[config.mk]
export PLATFORM = sky130hd
export DESIGN_NAME = tga_rle_pixel_unpacker_flat
export DESIGN_NICKNAME = d
export VERILOG_FILES = /design/src/design/tru_pkg.sv /design/src/design/tru_channels.sv /design/src/design/tru_front.sv /design/src/design/tru_queue.sv /design/src/design/tru_back.sv /design/src/design/tga_rle_pixel_unpacker.sv /design/src/flat_wrapper.sv
export SDC_FILE = /design/constraint.sdc
export NUM_CORES = 1
export LEC_CHECK = 0
export BUFFER_PORTS_ARGS = -buffer_cell sky130_fd_sc_hd__buf_4
export CORE_MARGIN = 3
export CORE_UTILIZATION = 63
export CTS_BUF_LIST = sky130_fd_sc_hd__clkbuf_8
export CTS_CLUSTER_DIAMETER = 100
export DETAILED_ROUTE_END_ITERATION = 16
export PLACE_DENSITY = 0.83
export REMOVE_ABC_BUFFERS = 1
export SKIP_CTS_REPAIR_TIMING = 1
export SYNTH_ARGS = -nofsm -noshare
export SYNTH_HDL_FRONTEND = slang
export SYNTH_SLANG_ARGS = --single-unit
[constraint.sdc]
create_clock -name clk -period 6.2 [get_ports clk]
set_input_delay 1.24 -clock clk [delete_from_list [all_inputs] [get_ports clk]]
set_output_delay 1.24 -clock clk [all_outputs]
set_load 0.05 [all_outputs]
[src/design/tru_pkg.sv]
`timescale 1ns / 1ps
`default_nettype none
// ----------------------------------------------------------------------------
// TGA RLE unpacker package
// Register indexes, stream constants and the types shared by the modules.
// ----------------------------------------------------------------------------
package tru_pkg;

	localparam int CFG_INDEX_W = 8;
	localparam int CFG_DATA_W  = 32;

	localparam logic [CFG_INDEX_W-1:0] REG_PIXEL_BYTES = 8'd0;
	localparam logic [CFG_INDEX_W-1:0] REG_RLE_MODE    = 8'd1;
	localparam logic [CFG_INDEX_W-1:0] REG_PIXEL_TOTAL = 8'd2;

	// Bytes per pixel, coded as count minus one.
	localparam logic [1:0] PB_ONE   = 2'd0;
	localparam logic [1:0] PB_TWO   = 2'd1;
	localparam logic [1:0] PB_THREE = 2'd2;
	localparam logic [1:0] PB_FOUR  = 2'd3;

	localparam logic [7:0] HDR_RUN_MASK   = 8'h80;
	localparam logic [7:0] HDR_COUNT_MASK = 8'h7F;
	localparam logic [15:0] RAW16_MASK    = 16'h7FFF;

	localparam int QUEUE_DEPTH = 2;
	localparam int QUEUE_PTR_W = 1;
	localparam int QUEUE_CNT_W = 2;

	typedef struct packed {
		logic [1:0] pb_m1;
		logic       rle;
	} tru_mode_t;

	// One assembled pixel on its way from the parser to the output stage.
	typedef struct packed {
		logic [31:0] raw;
		logic [7:0]  count;
		logic        done;
		tru_mode_t   mode;
	} tru_item_t;

endpackage
`default_nettype wire

[src/design/tru_channels.sv]
`timescale 1ns / 1ps
`default_nettype none
// ----------------------------------------------------------------------------
// TGA RLE unpacker channels
// Valid/ready interfaces for the byte stream, the pixel stream and config.
// ----------------------------------------------------------------------------
interface tru_byte_if;
	logic       valid;
	logic       ready;
	logic [7:0] data_byte;
	modport source (output valid, output data_byte, input ready);
	modport sink   (input valid, input data_byte, output ready);
endinterface

interface tru_pixel_if;
	logic        valid;
	logic        ready;
	logic [31:0] pixel_value;
	logic [7:0]  repeat_count;
	logic        image_done;
	modport source (output valid, output pixel_value, output repeat_count,
		output image_done, input ready);
	modport sink   (input valid, input pixel_value, input repeat_count,
		input image_done, output ready);
endinterface

interface tru_cfg_if;
	logic        valid;
	logic        ready;
	logic [7:0]  reg_index;
	logic [31:0] wdata;
	modport source (output valid, output reg_index, output wdata, input ready);
	modport sink   (input valid, input reg_index, input wdata, output ready);
endinterface
`default_nettype wire

[src/design/tru_front.sv]
`timescale 1ns / 1ps
`default_nettype none
// ----------------------------------------------------------------------------
// TGA RLE unpacker front end
// Parses packet headers, assembles pixel bytes and tracks the image count.
// ----------------------------------------------------------------------------
module tru_front (
	input  wire logic              clk,
	input  wire logic              arst_n,
	input  wire logic              in_valid,
	input  wire logic [7:0]        in_data,
	output logic                   in_ready,
	input  wire tru_pkg::tru_mode_t mode,
	input  wire logic [31:0]       total_eff,
	input  wire logic              restart,
	input  wire logic              q_ready,
	output logic                   q_push,
	output tru_pkg::tru_item_t     q_item
);
	import tru_pkg::*;

	logic [31:0] left_q, left_n;
	logic [7:0]  pkt_q, pkt_n;
	logic        run_q, run_n;
	logic [1:0]  pos_q, pos_n;
	logic [31:0] asm_q, asm_n;
	logic [9:0]  skip_q, skip_n;

	logic        fire;
	logic [31:0] asm_new;
	logic [7:0]  cnt;
	logic [7:0]  cnt_clip;
	logic        done;
	logic [7:0]  pkt_after;
	logic [9:0]  skip_len;
	logic        is_run;

	assign in_ready = q_ready;
	assign fire     = in_valid && in_ready;
	assign is_run   = mode.rle && run_q;
	assign asm_new  = asm_q | ({24'd0, in_data} << {pos_q, 3'b000});
	assign cnt      = is_run ? pkt_q : 8'd1;
	assign done     = (left_q <= {24'd0, cnt});
	assign cnt_clip = ({24'd0, cnt} > left_q) ? left_q[7:0] : cnt;
	assign pkt_after = is_run ? 8'd0 : (mode.rle ? pkt_q - 8'd1 : pkt_q);

	always_comb begin
		case (mode.pb_m1)
			PB_ONE:   skip_len = {2'b00, pkt_after};
			PB_TWO:   skip_len = {1'b0, pkt_after, 1'b0};
			PB_THREE: skip_len = {1'b0, pkt_after, 1'b0} + {2'b00, pkt_after};
			PB_FOUR:  skip_len = {pkt_after, 2'b00};
			default:  skip_len = {2'b00, pkt_after};
		endcase
	end

	always_comb begin
		left_n = left_q;
		pkt_n  = pkt_q;
		run_n  = run_q;
		pos_n  = pos_q;
		asm_n  = asm_q;
		skip_n = skip_q;
		q_push = 1'b0;
		q_item.raw   = asm_new;
		q_item.count = cnt_clip;
		q_item.done  = done;
		q_item.mode  = mode;
		if (restart) begin
			left_n = total_eff;
			pkt_n  = 8'd0;
			run_n  = 1'b0;
			pos_n  = 2'd0;
			asm_n  = 32'd0;
			skip_n = 10'd0;
		end else if (fire) begin
			if (skip_q != 10'd0) begin
				skip_n = skip_q - 10'd1;
				if (skip_q == 10'd1) begin
					left_n = total_eff;
					pkt_n  = 8'd0;
					run_n  = 1'b0;
					pos_n  = 2'd0;
					asm_n  = 32'd0;
				end
			end else if (mode.rle && pkt_q == 8'd0) begin
				run_n = (in_data & HDR_RUN_MASK) != 8'd0;
				pkt_n = (in_data & HDR_COUNT_MASK) + 8'd1;
			end else if (pos_q < mode.pb_m1) begin
				pos_n = pos_q + 2'd1;
				asm_n = asm_new;
			end else begin
				q_push = 1'b1;
				asm_n  = 32'd0;
				pos_n  = 2'd0;
				pkt_n  = pkt_after;
				left_n = left_q - {24'd0, cnt_clip};
				if (done) begin
					if (mode.rle && !run_q && pkt_after != 8'd0) begin
						// Image ended inside a literal packet: swallow its tail.
						skip_n = skip_len;
						pkt_n  = 8'd0;
					end else begin
						left_n = total_eff;
						pkt_n  = 8'd0;
						run_n  = 1'b0;
					end
				end
			end
		end
	end

	always_ff @(posedge clk or negedge arst_n) begin
		if (!arst_n) begin
			left_q <= 32'd1;
			pkt_q  <= 8'd0;
			run_q  <= 1'b0;
			pos_q  <= 2'd0;
			asm_q  <= 32'd0;
			skip_q <= 10'd0;
		end else begin
			left_q <= left_n;
			pkt_q  <= pkt_n;
			run_q  <= run_n;
			pos_q  <= pos_n;
			asm_q  <= asm_n;
			skip_q <= skip_n;
		end
	end

endmodule
`default_nettype wire

[src/design/tru_queue.sv]
`timescale 1ns / 1ps
`default_nettype none
// ----------------------------------------------------------------------------
// TGA RLE unpacker queue
// Two-entry FIFO that decouples the parser from the output stage.
// ----------------------------------------------------------------------------
module tru_queue (
	input  wire logic               clk,
	input  wire logic               arst_n,
	input  wire logic               push,
	input  wire tru_pkg::tru_item_t push_item,
	output logic                    ready,
	input  wire logic               pop,
	output logic                    valid,
	output tru_pkg::tru_item_t      item
);
	import tru_pkg::*;

	tru_item_t              mem_q [QUEUE_DEPTH];
	logic [QUEUE_PTR_W-1:0] wr_q;
	logic [QUEUE_PTR_W-1:0] rd_q;
	logic [QUEUE_CNT_W-1:0] cnt_q;

	assign ready = cnt_q != QUEUE_CNT_W'(QUEUE_DEPTH);
	assign valid = cnt_q != '0;
	assign item  = mem_q[rd_q];

	always_ff @(posedge clk) begin
		if (push) begin
			mem_q[wr_q] <= push_item;
		end
	end

	always_ff @(posedge clk or negedge arst_n) begin
		if (!arst_n) begin
			wr_q  <= '0;
			rd_q  <= '0;
			cnt_q <= '0;
		end else begin
			if (push) begin
				wr_q <= wr_q + QUEUE_PTR_W'(1);
			end
			if (pop) begin
				rd_q <= rd_q + QUEUE_PTR_W'(1);
			end
			if (push && !pop) begin
				cnt_q <= cnt_q + QUEUE_CNT_W'(1);
			end else if (pop && !push) begin
				cnt_q <= cnt_q - QUEUE_CNT_W'(1);
			end
		end
	end

endmodule
`default_nettype wire

[src/design/tru_back.sv]
`timescale 1ns / 1ps
`default_nettype none
// ----------------------------------------------------------------------------
// TGA RLE unpacker back end
// Reorders 3- and 4-byte pixels into RGBA layout and holds the result for transfer.
// ----------------------------------------------------------------------------
module tru_back (
	input  wire logic               clk,
	input  wire logic               arst_n,
	input  wire logic               q_valid,
	input  wire tru_pkg::tru_item_t q_item,
	output logic                    q_pop,
	output logic                    out_valid,
	input  wire logic               out_ready,
	output logic [31:0]             pixel_value,
	output logic [7:0]              repeat_count,
	output logic                    image_done
);
	import tru_pkg::*;

	logic        valid_q;
	logic [31:0] value_q;
	logic [7:0]  count_q;
	logic        done_q;
	logic [31:0] fmt;
	logic [31:0] raw;

	assign raw = q_item.raw;

	always_comb begin
		case (q_item.mode.pb_m1)
			PB_ONE:   fmt = {24'd0, raw[7:0]};
			PB_TWO:   fmt = q_item.mode.rle ? {16'd0, raw[15:0]}
				: {16'd0, raw[15:0] & RAW16_MASK};
			PB_THREE: fmt = {8'd0, raw[7:0], raw[15:8], raw[23:16]};
			PB_FOUR:  fmt = {raw[31:24], raw[7:0], raw[15:8], raw[23:16]};
			default:  fmt = {24'd0, raw[7:0]};
		endcase
	end

	assign q_pop        = q_valid && (!valid_q || out_ready);
	assign out_valid    = valid_q;
	assign pixel_value  = value_q;
	assign repeat_count = count_q;
	assign image_done   = done_q;

	always_ff @(posedge clk or negedge arst_n) begin
		if (!arst_n) begin
			valid_q <= 1'b0;
		end else if (q_pop) begin
			valid_q <= 1'b1;
		end else if (out_ready) begin
			valid_q <= 1'b0;
		end
	end

	always_ff @(posedge clk) begin
		if (q_pop) begin
			value_q <= fmt;
			count_q <= q_item.count;
			done_q  <= q_item.done;
		end
	end

endmodule
`default_nettype wire

[src/design/tga_rle_pixel_unpacker.sv]
`timescale 1ns / 1ps
`default_nettype none
// The byte that completes a pixel is written into the queue at its transfer
// edge and moves on into the output register once the back end can take it.
// Throughput: one byte per cycle while the queue has room, bounded by the single-byte parser step.
// Reset: asynchronous, active low; registers take 1 byte per pixel, RLE
// mode on and a one-pixel image, and the parser waits for a packet header.
// ----------------------------------------------------------------------------
// TGA RLE pixel unpacker
// Decodes a TGA run-length or raw pixel byte stream into RGBA pixels.
// ----------------------------------------------------------------------------
module tga_rle_pixel_unpacker (
	input  wire logic   clk,
	input  wire logic   arst_n,
	tru_byte_if.sink    stream,
	tru_pixel_if.source pixels,
	tru_cfg_if.sink     cfg
);
	import tru_pkg::*;

	// Configuration registers. The port is always ready; writes must be issued
	// only while the block is idle (the block does not enforce this), and every
	// known write restarts the image as if the previous one had just completed.
	logic [2:0]  pixel_bytes_q;
	logic        rle_mode_q;
	logic [31:0] pixel_total_q;

	logic        cfg_fire;
	logic        cfg_known;
	logic [31:0] total_next;
	logic [31:0] total_eff;
	tru_mode_t   mode;

	tru_item_t   push_item;
	logic        push;
	logic        q_ready;
	logic        q_valid;
	logic        q_pop;
	tru_item_t   q_item;

	assign cfg.ready = 1'b1;
	assign cfg_fire  = cfg.valid && cfg.ready;
	assign cfg_known = cfg_fire && (cfg.reg_index == REG_PIXEL_BYTES
		|| cfg.reg_index == REG_RLE_MODE || cfg.reg_index == REG_PIXEL_TOTAL);

	always_ff @(posedge clk or negedge arst_n) begin
		if (!arst_n) begin
			pixel_bytes_q <= 3'd1;
			rle_mode_q    <= 1'b1;
			pixel_total_q <= 32'd1;
		end else if (cfg_fire) begin
			case (cfg.reg_index)
				REG_PIXEL_BYTES: pixel_bytes_q <= cfg.wdata[2:0];
				REG_RLE_MODE:    rle_mode_q    <= cfg.wdata[0];
				REG_PIXEL_TOTAL: pixel_total_q <= cfg.wdata;
				default:         pixel_total_q <= pixel_total_q;
			endcase
		end
	end

	// The restart that a write causes must load the pixel count being
	// written, so the parser sees the value the register is about to take.
	assign total_next = (cfg_fire && cfg.reg_index == REG_PIXEL_TOTAL)
		? cfg.wdata : pixel_total_q;
	assign total_eff  = (total_next == 32'd0) ? 32'd1 : total_next;

	// A byte count of zero behaves as one, anything above four as four.
	always_comb begin
		mode.rle = rle_mode_q;
		case (pixel_bytes_q)
			3'd0:    mode.pb_m1 = PB_ONE;
			3'd1:    mode.pb_m1 = PB_ONE;
			3'd2:    mode.pb_m1 = PB_TWO;
			3'd3:    mode.pb_m1 = PB_THREE;
			default: mode.pb_m1 = PB_FOUR;
		endcase
	end

	// The front end takes one byte per transfer and pushes a finished pixel
	// into the queue; it stalls only when the queue is full.
	tru_front u_front (
		.clk       (clk),
		.arst_n    (arst_n),
		.in_valid  (stream.valid),
		.in_data   (stream.data_byte),
		.in_ready  (stream.ready),
		.mode      (mode),
		.total_eff (total_eff),
		.restart   (cfg_known),
		.q_ready   (q_ready),
		.q_push    (push),
		.q_item    (push_item)
	);

	tru_queue u_queue (
		.clk       (clk),
		.arst_n    (arst_n),
		.push      (push),
		.push_item (push_item),
		.ready     (q_ready),
		.pop       (q_pop),
		.valid     (q_valid),
		.item      (q_item)
	);

	// The back end formats the pixel and holds it in the output register
	// until the downstream transfer completes.
	tru_back u_back (
		.clk          (clk),
		.arst_n       (arst_n),
		.q_valid      (q_valid),
		.q_item       (q_item),
		.q_pop        (q_pop),
		.out_valid    (pixels.valid),
		.out_ready    (pixels.ready),
		.pixel_value  (pixels.pixel_value),
		.repeat_count (pixels.repeat_count),
		.image_done   (pixels.image_done)
	);

endmodule
`default_nettype wire
[src/flat_wrapper.sv]
// flat-port wrapper written by rule: the top's interface ports become plain ports
module tga_rle_pixel_unpacker_flat import tru_pkg::*;
  (clk, arst_n, stream_valid, stream_data_byte, stream_ready, pixels_valid, pixels_pixel_value, pixels_repeat_count, pixels_image_done, pixels_ready, cfg_valid, cfg_reg_index, cfg_wdata, cfg_ready);
  tru_byte_if stream_i ();
  tru_pixel_if pixels_i ();
  tru_cfg_if cfg_i ();
  input  wire logic clk;
  input  wire logic arst_n;
  input wire logic [$bits(stream_i.valid)-1:0] stream_valid;
  input wire logic [$bits(stream_i.data_byte)-1:0] stream_data_byte;
  output wire logic [$bits(stream_i.ready)-1:0] stream_ready;
  output wire logic [$bits(pixels_i.valid)-1:0] pixels_valid;
  output wire logic [$bits(pixels_i.pixel_value)-1:0] pixels_pixel_value;
  output wire logic [$bits(pixels_i.repeat_count)-1:0] pixels_repeat_count;
  output wire logic [$bits(pixels_i.image_done)-1:0] pixels_image_done;
  input wire logic [$bits(pixels_i.ready)-1:0] pixels_ready;
  input wire logic [$bits(cfg_i.valid)-1:0] cfg_valid;
  input wire logic [$bits(cfg_i.reg_index)-1:0] cfg_reg_index;
  input wire logic [$bits(cfg_i.wdata)-1:0] cfg_wdata;
  output wire logic [$bits(cfg_i.ready)-1:0] cfg_ready;
  assign stream_i.valid = stream_valid;
  assign stream_i.data_byte = stream_data_byte;
  assign stream_ready = stream_i.ready;
  assign pixels_valid = pixels_i.valid;
  assign pixels_pixel_value = pixels_i.pixel_value;
  assign pixels_repeat_count = pixels_i.repeat_count;
  assign pixels_image_done = pixels_i.image_done;
  assign pixels_i.ready = pixels_ready;
  assign cfg_i.valid = cfg_valid;
  assign cfg_i.reg_index = cfg_reg_index;
  assign cfg_i.wdata = cfg_wdata;
  assign cfg_ready = cfg_i.ready;
  tga_rle_pixel_unpacker u_core (.clk(clk), .arst_n(arst_n), .stream(stream_i), .pixels(pixels_i), .cfg(cfg_i));
endmodule
### Word-level counts from Yosys, hierarchy flattened

Memory sizes are Yosys's and may differ from the RTL's.
Index checks and enable logic that the tools add are counted.

* bits in registers: 167
* RAM bits: 88
* input bits: 53
* output and inout bits: 44
* word-level logic and storage cells: 154
* memories: 1

Memories
* u_core.u_queue.mem_q: words 2, bits a word 44, read ports 1, clocked after Yosys merged registers in 0, write ports 1, RTL line tru_queue.sv:19 `tru_item_t mem_q [QUEUE_DEPTH];`

* add/subtract/negate cells: 10
* magnitude comparators: 3
* equal/unequal tests: 18
* shift-type cells: 1
* muxes and demuxes: 63
* bitwise operators: 1
* reduce and logical (&&, ||, !) cells: 41

Operators with widths (number)
* 2-to-1 mux 32 bit: 16
* case mux 32 bit (4 select lines): 1
* 2-to-1 mux 8 bit: 11
* 2-to-1 mux 10 bit: 7
* case mux 10 bit (4 select lines): 1
* > comparator 8 x 32 -> 1 bit: 1
* less-or-equal comparator 32 x 8 -> 1 bit: 1
* logical NOT 32 bit: 1
* OR 32 bit: 1
* << shifter 8 x 5 -> 32 bit: 1
* subtractor 32 x 8 -> 32 bit: 1
* 2-to-1 mux 1 bit: 17
* logical NOT 8 bit: 2
* 2-to-1 mux 16 bit: 1
* 2-to-1 mux 2 bit: 8
* adder 9 x 8 -> 10 bit: 1
* equality test 10 x 1 -> 1 bit (second input constant): 1
* logical AND 1 bit: 10
* AND reduction 5 bit: 2
* nonzero test 10 bit: 1
* subtractor 10 x 1 -> 10 bit (second input constant): 1
* adder 7 x 1 -> 8 bit (second input constant): 1
* equality test 2 bit (second input constant): 4
* equality test 8 x 1 -> 1 bit (second input constant): 1
* other kinds (26): 45

### Logic depth before layout (Yosys ltp)

* word-level depth: 13
* depth in mapped cells: 22
* mapped depth without buffers: 20

### Hierarchy

From an unflattened synthesis, not the netlist that was laid out.

* cell total of the unflattened synthesis: 1163
* area total of the unflattened synthesis: 13988.4 sq um

Modules (own cells, without submodules)
* tru_front: times used 1, cells an instance 783, area an instance 6607.6 sq um, sequential area each 2128.3 sq um
* tru_queue: times used 1, cells an instance 153, area an instance 3564.7 sq um, sequential area each 2742.6 sq um
* tga_rle_pixel_unpacker: times used 1, cells an instance 145, area an instance 2250.9 sq um, sequential area each 904.6 sq um
* tru_back: times used 1, cells an instance 82, area an instance 1565.3 sq um, sequential area each 1256.2 sq um

### Least setup slack after synthesis

OpenSTA, ideal clock, no wires.

* path type: in2reg
* from: input port cfg_valid
* to: memory u_core.u_queue.mem_q[0][0] (netlist name) (enable)
* library setup time: 0.451 ns
* arrival: 4.538 ns
* data required time: 5.749 ns
* setup slack: 1.211 ns
* cell stages on the path: 8
* path buffers: 2
* cells stage by stage: or4b_1 > nand2b_1 > nand2b_1 > clkbuf_1 > nand2_1 > buf_2 > nor4_2 > nor2b_1

* word-level cells in the longest chain between the ends: 4

RTL lines
* start, declared: RTL line flat_wrapper.sv:17 `input wire logic [$bits(cfg_i.valid)-1:0] cfg_valid;`
* logical AND 1 bit: RTL line tga_rle_pixel_unpacker.sv:43 `assign cfg_known = cfg_fire && (cfg.reg_index == REG_PIXEL_BYTES`
* 2-to-1 mux 1 bit: RTL line tru_front.sv:69 `if (restart) begin`
* via u_core.push: RTL line tga_rle_pixel_unpacker.sv:35 `logic push;`
* 2-to-1 mux 1 bit: RTL line tru_queue.sv:29 `if (push) begin`
* 2-to-1 mux 1 bit (not written as such): RTL line tru_queue.sv:30 `mem_q[wr_q] <= push_item;`
* end, declared: RTL line tru_queue.sv:19

The timed path passes the listed nets, and every way through them passes these cells.

==> impl_results.html <==
<table>
<tr><th>Metric</th><th>Value</th></tr>
<tr><th colspan="2">Run status</th></tr>
<tr><td>Status</td><td>finished clean</td></tr>
<tr><th colspan="2">Pwr</th></tr>
<tr><td>Final total power</td><td>0.00548 W</td></tr>
<tr><td>Power density relative to cell area</td><td>377 mW/mm^2</td></tr>
<tr><td>Combinational power share</td><td>33.5%</td></tr>
<tr><td>Max IR drop VDD</td><td>0.000236 V</td></tr>
<tr><td>Fraction of power consumed by sequential logic</td><td>40.9%</td></tr>
<tr><td>Static leakage power</td><td>6.40 nW</td></tr>
<tr><td>Clk pwr share</td><td>25.6%</td></tr>
<tr><td>NetSw</td><td>0.00204 W</td></tr>
<tr><td>Internal power summed over all cells</td><td>0.00343 W</td></tr>
<tr><td>Net switching share of the total power</td><td>37.3%</td></tr>
<tr><th colspan="2">Hold path</th></tr>
<tr><td>Worst min path class</td><td>flop to flop</td></tr>
<tr><td>Hold Path Cell Cnt</td><td>1</td></tr>
<tr><td>End point of the worst hold path</td><td>u_core.u_queue.cnt_q[1]</td></tr>
<tr><td>Critical hold path startpoint</td><td>u_core.u_queue.cnt_q[1]</td></tr>
<tr><th colspan="2">Worst setup path</th></tr>
<tr><td>Sort of element at the end of the critical path</td><td>flop</td></tr>
<tr><td>Max Fanout on Critical Path</td><td>23</td></tr>
<tr><td>Critical-path cell list</td><td>and3_1, ha_1, a21oi_1, nor2_1, a211oi_1, o21ai_0, nand2_1, nor2_1, a21oi_1, ha_1, inv_1, fa_1, a21oi_1, o211ai_1, a21oi_1, nand2_1, nor3_1, nand4_1, o311a_1</td></tr>
<tr><td>Combined buffer and inverter count along the critical path</td><td>1</td></tr>
<tr><td>RR Startpoint</td><td>u_core.rle_mode_q</td></tr>
<tr><td>Setup slack of the worst register-to-register path</td><td>0.97 ns</td></tr>
<tr><td>Data required time of the critical path</td><td>6.64 ns</td></tr>
<tr><td>Startpoint Class</td><td>flop</td></tr>
<tr><td>R2r endpoint</td><td>u_core.u_front.left_q[20]</td></tr>
<tr><td>Data arrival time of the worst path</td><td>5.67 ns</td></tr>
<tr><td>Cell with the biggest individual delay on the critical path</td><td>sky130_fd_sc_hd__dfstp_2</td></tr>
<tr><td>Number of cells on the worst reg-to-reg path</td><td>19</td></tr>
<tr><td>Cell family with the largest share of critical-path delay</td><td>compound AO/OA/AOI/OAI gates</td></tr>
<tr><td>Slowest cell delay on critical path</td><td>0.69 ns</td></tr>
<tr><td>Category of the critical setup timing path</td><td>flop to flop</td></tr>
<tr><td>Worst path most repeated cell</td><td>sky130_fd_sc_hd__a21oi_1</td></tr>
<tr><th colspan="2">Timing</th></tr>
<tr><td>Post-route minimum period</td><td>5.23 ns</td></tr>
<tr><td>Achievable clock frequency</td><td>191 MHz</td></tr>
<tr><td>Setup repair after global routing missed its margin</td><td>no</td></tr>
<tr><td>Hold violation count in the final report</td><td>0</td></tr>
<tr><td>Tightest Pin Transition</td><td>1.11 ns</td></tr>
<tr><td>Setup_tns</td><td>0 ns</td></tr>
<tr><td>Setup Skew</td><td>0.0220 ns</td></tr>
<tr><td>Period utilisation layout</td><td>84.4%</td></tr>
<tr><td>Total setup violations reported at the end of the flow</td><td>0</td></tr>
<tr><td>Worst slew margin</td><td>26.0%</td></tr>
<tr><td>Max-slew violation total from the final report</td><td>0</td></tr>
<tr><th colspan="2">Placement</th></tr>
<tr><td>Placer Congestion</td><td>0.927</td></tr>
<tr><td>Placed Area</td><td>0.0137 mm^2</td></tr>
<tr><td>Half-perimeter wire length of the detailed placement result</td><td>20.6 mm</td></tr>
<tr><td>Placed cell count</td><td>1,496</td></tr>
<tr><td>Port bufs</td><td>95</td></tr>
<tr><th colspan="2">CTS</th></tr>
<tr><td>Clock tree buffer depth</td><td>3</td></tr>
<tr><td>Worst skew pair latency</td><td>0.56 ns</td></tr>
<tr><td>Clock transition at the registers of the reported paths</td><td>0.07 ns</td></tr>
<tr><td>CTS tree</td><td>yes</td></tr>
<tr><td>Clk sink count</td><td>255</td></tr>
<tr><td>H-tree depth reported by CTS</td><td>2</td></tr>
<tr><td>Buffer type at the clock tree root</td><td>sky130_fd_sc_hd__clkbuf_8</td></tr>
<tr><td>TritonCTS Buffers</td><td>42</td></tr>
<tr><th colspan="2">Floorplanning</th></tr>
<tr><td>Core ar.</td><td>0.0197 mm^2</td></tr>
<tr><td>Num rows</td><td>51</td></tr>
<tr><td>Chip Height</td><td>148 um</td></tr>
<tr><td>Die Outline Area</td><td>0.0220 mm^2</td></tr>
<tr><td># IOs</td><td>97</td></tr>
<tr><td>Initial Util</td><td>64.9%</td></tr>
<tr><td>Die span in x</td><td>148 um</td></tr>
<tr><th colspan="2">Drt</th></tr>
<tr><td>Remaining antenna violation count after routing</td><td>0</td></tr>
<tr><td>Iteration-0 DRC Markers</td><td>800</td></tr>
<tr><td>DRC violation count after routing</td><td>0</td></tr>
<tr><td>Routed Wire Length</td><td>30.0 mm</td></tr>
<tr><td>Overall via count from detail_route</td><td>9,768</td></tr>
<tr><td>Total iterations of the first detailed-routing run</td><td>5</td></tr>
<tr><td>Average vias per placed instance</td><td>6.21</td></tr>
<tr><td>Routed WL per cell</td><td>19.1 um</td></tr>
<tr><th colspan="2">Logic synthesis</th></tr>
<tr><td>Number of warnings printed during yosys synthesis</td><td>0</td></tr>
<tr><td>Post-synthesis cell type count</td><td>84</td></tr>
<tr><td>Flip-flop and latch count after synthesis</td><td>255</td></tr>
<tr><td>Ys flop type</td><td>sky130_fd_sc_hd__edfxtp_1</td></tr>
<tr><td>Syn Std Cell Area</td><td>0.0128 mm^2</td></tr>
<tr><td>Syn_area_per_cell</td><td>10.8 um^2</td></tr>
<tr><td>Count of flip-flops with a built-in enable after synthesis</td><td>129</td></tr>
<tr><td>Share of synthesized flip-flops with an asynchronous set or reset</td><td>49.4%</td></tr>
<tr><td>Sequential area share after synthesis</td><td>55.1%</td></tr>
<tr><td>Post-Syn Instances</td><td>1,180</td></tr>
<tr><th colspan="2">Layout</th></tr>
<tr><td>Post-route cell area</td><td>0.0145 mm^2</td></tr>
<tr><td>ANT cells</td><td>0</td></tr>
<tr><td>Count of nets after finishing</td><td>1,365</td></tr>
<tr><td>Share of cells above drive strength 1</td><td>17.8%</td></tr>
<tr><td>Post-route non-filler standard cell count</td><td>1,574</td></tr>
<tr><td>Synth-to-Final Area Change</td><td>13.7%</td></tr>
<tr><th colspan="2">GRT</th></tr>
<tr><td>First-pass GRT wire length</td><td>48.3 mm</td></tr>
<tr><td>Number of global-route vias before repair</td><td>9,650</td></tr>
<tr><td>Gr usage total</td><td>27.3%</td></tr>
<tr><td>Antenna violations before repair</td><td>0</td></tr>
<tr><td>Maximum number of pins on one net before global-route repair</td><td>73</td></tr>
<tr><td>Overall overflow remaining after global route</td><td>0</td></tr>
<tr><th colspan="2">Job</th></tr>
<tr><td>Total of max-cap violations</td><td>0</td></tr>
</table>
[cell usage in the layout, fill, tap and decap left out, types with 7 or more instances in the layout]
cell and instances:
sky130_fd_sc_hd__a21oi_1 127, sky130_fd_sc_hd__nor4_1 22, sky130_fd_sc_hd__clkbuf_8 46, sky130_fd_sc_hd__mux2_2 42, sky130_fd_sc_hd__ha_1 35, sky130_fd_sc_hd__nand2_1 75, sky130_fd_sc_hd__a21o_1 17, sky130_fd_sc_hd__nand3_1 24
sky130_fd_sc_hd__nand2b_1 16, sky130_fd_sc_hd__edfxtp_1 129, sky130_fd_sc_hd__a22oi_1 9, sky130_fd_sc_hd__inv_1 79, sky130_fd_sc_hd__a22o_1 7, sky130_fd_sc_hd__and3_1 7, sky130_fd_sc_hd__a2bb2oi_1 7, sky130_fd_sc_hd__mux2i_1 38
sky130_fd_sc_hd__buf_4 110, sky130_fd_sc_hd__nand4_1 17, sky130_fd_sc_hd__nor2_1 119, sky130_fd_sc_hd__a31oi_1 8, sky130_fd_sc_hd__dfrtp_1 121, sky130_fd_sc_hd__xor2_1 9, sky130_fd_sc_hd__nor3_1 29, sky130_fd_sc_hd__o21ai_0 39
sky130_fd_sc_hd__a211oi_1 16, sky130_fd_sc_hd__nor2b_1 15, sky130_fd_sc_hd__xnor2_1 11
[power by group through the flow]
stage / clock [W] / combinational, W / sequential (W)
floorplan: 0 / 0.000916 / 0.00264
global placement: 0 / 0.00177 / 0.00225
detailed placement: 0 / 0.00182 / 0.00226
CTS: 0.00142 / 0.00183 / 0.00223
global route: 0.00150 / 0.00198 / 0.00227
finish: 0.00140 / 0.00183 / 0.00224
[through the flow]
stage	hold slack (ns)	setup slack (ns)	utilization [%]
after floorplan	0.455	1.26	-
after global placement	0.477	1.26	69.7
after detailed placement	0.501	1.12	69.7
after CTS	0.510	1.07	73.8
after global routing	0.520	0.362	73.8
final	0.509	0.969	73.8
[sequential cells by signal (all words and copies together) (netlist names), 2 cells and up]
register and count:
u_core.u_front.asm_q 32, u_core.u_front.skip_q 10, u_core.u_queue.cnt_q 2, u_core.pixel_total_q 32, u_core.u_queue.mem_q 88, u_core.u_back.pixel_value 32
u_core.pixel_bytes_q 3, u_core.u_back.repeat_count 8, u_core.u_front.pkt_q 8, u_core.u_front.left_q 32, u_core.u_front.pos_q 2
[per-layer routing]
metal	share of wire (%)	up-vias	global-route usage, %	wire, um
met5	0	-	0	0
met4	2.9	0	10.7	884
met3	7.8	68	5.58	2340
met1	40	4713	35.4	11900
li1	-	4556	-	-
met2	49	431	45.9	14800
[area by class of cell]
type	instances	area [um^2]
clock inverter	32	179
timing repair buffer	110	826
sequential	255	7030
fill	1376	5150
clock buffer	46	633
multi-input combinational	804	5270
tap	265	332
inverter	62	233
[worst register-to-register path: stages (launching register included)]
cell                       delay (ns)
sky130_fd_sc_hd__dfstp_2         0.69
sky130_fd_sc_hd__and3_1          0.26
sky130_fd_sc_hd__ha_1            0.26
sky130_fd_sc_hd__a21oi_1         0.14
sky130_fd_sc_hd__nor2_1          0.05
sky130_fd_sc_hd__a211oi_1        0.50
sky130_fd_sc_hd__o21ai_0         0.18
sky130_fd_sc_hd__nand2_1         0.54
sky130_fd_sc_hd__nor2_1          0.09
sky130_fd_sc_hd__a21oi_1         0.23
sky130_fd_sc_hd__ha_1            0.22
sky130_fd_sc_hd__inv_1           0.05
sky130_fd_sc_hd__fa_1            0.39
sky130_fd_sc_hd__a21oi_1         0.23
sky130_fd_sc_hd__o211ai_1        0.15
sky130_fd_sc_hd__a21oi_1         0.44
sky130_fd_sc_hd__nand2_1         0.17
sky130_fd_sc_hd__nor3_1          0.28
sky130_fd_sc_hd__nand4_1         0.13
sky130_fd_sc_hd__o311a_1         0.14
[Yosys cell counts (all sizes together) (5+ instances only)]
cell / count / area [um^2]
a211oi: 17 / 133
a21o: 17 / 128
a21oi: 128 / 644
a22o: 7 / 61.3
a22oi: 9 / 67.6
a2bb2oi: 7 / 61.3
a31oi: 8 / 50.1
and2: 6 / 37.5
and3: 7 / 43.8
buf: 17 / 85.1
clkbuf: 42 / 158
dfrtp: 122 / 3050
edfxtp: 129 / 3870
ha: 35 / 438
inv: 62 / 233
mux2: 42 / 473
mux2i: 38 / 380
nand2: 75 / 282
nand2b: 16 / 100
nand3: 25 / 130
nand4: 17 / 106
nor2: 121 / 457
nor2b: 16 / 100
nor3: 30 / 150
nor4: 25 / 184
o211ai: 5 / 37.5
o21a: 6 / 45.0
o21ai: 44 / 228
o22ai: 6 / 37.5
o31ai: 5 / 37.5
xnor2: 11 / 96.3
xor2: 9 / 78.8
[worst max-delay path by stage]
stage                     slack [ns]              start  cells after the start                          to
final                           0.97  u_core.rle_mode_q                     19   u_core.u_front.left_q[20]
after global routing            0.36  u_core.rle_mode_q                     19   u_core.u_front.left_q[22]
after CTS                       1.07  u_core.rle_mode_q                     19   u_core.u_front.left_q[20]
after detailed placement        1.12  u_core.rle_mode_q                     19   u_core.u_front.left_q[20]
after global placement          1.26  u_core.rle_mode_q                     19   u_core.u_front.left_q[20]
after floorplan                 1.26          cfg_valid                      6  u_core.u_queue.mem_q[0][0]
[logic make-up (layout without fill, tap and decap cells)]
family          after synthesis  count (layout)  synth area share, %
buf+inv                     121             250                 3.73
flops                       255             255                 55.1
mux                          80              80                 6.69
xor+xnor                     20              20                 1.37
compound gates              301             301                 15.1
other cells                   1               1               0.0294
simple gates                365             365                 14.3
fa+ha+maj                    37              37                 3.75
No activity file was read; power rests on OpenSTA's default activity.
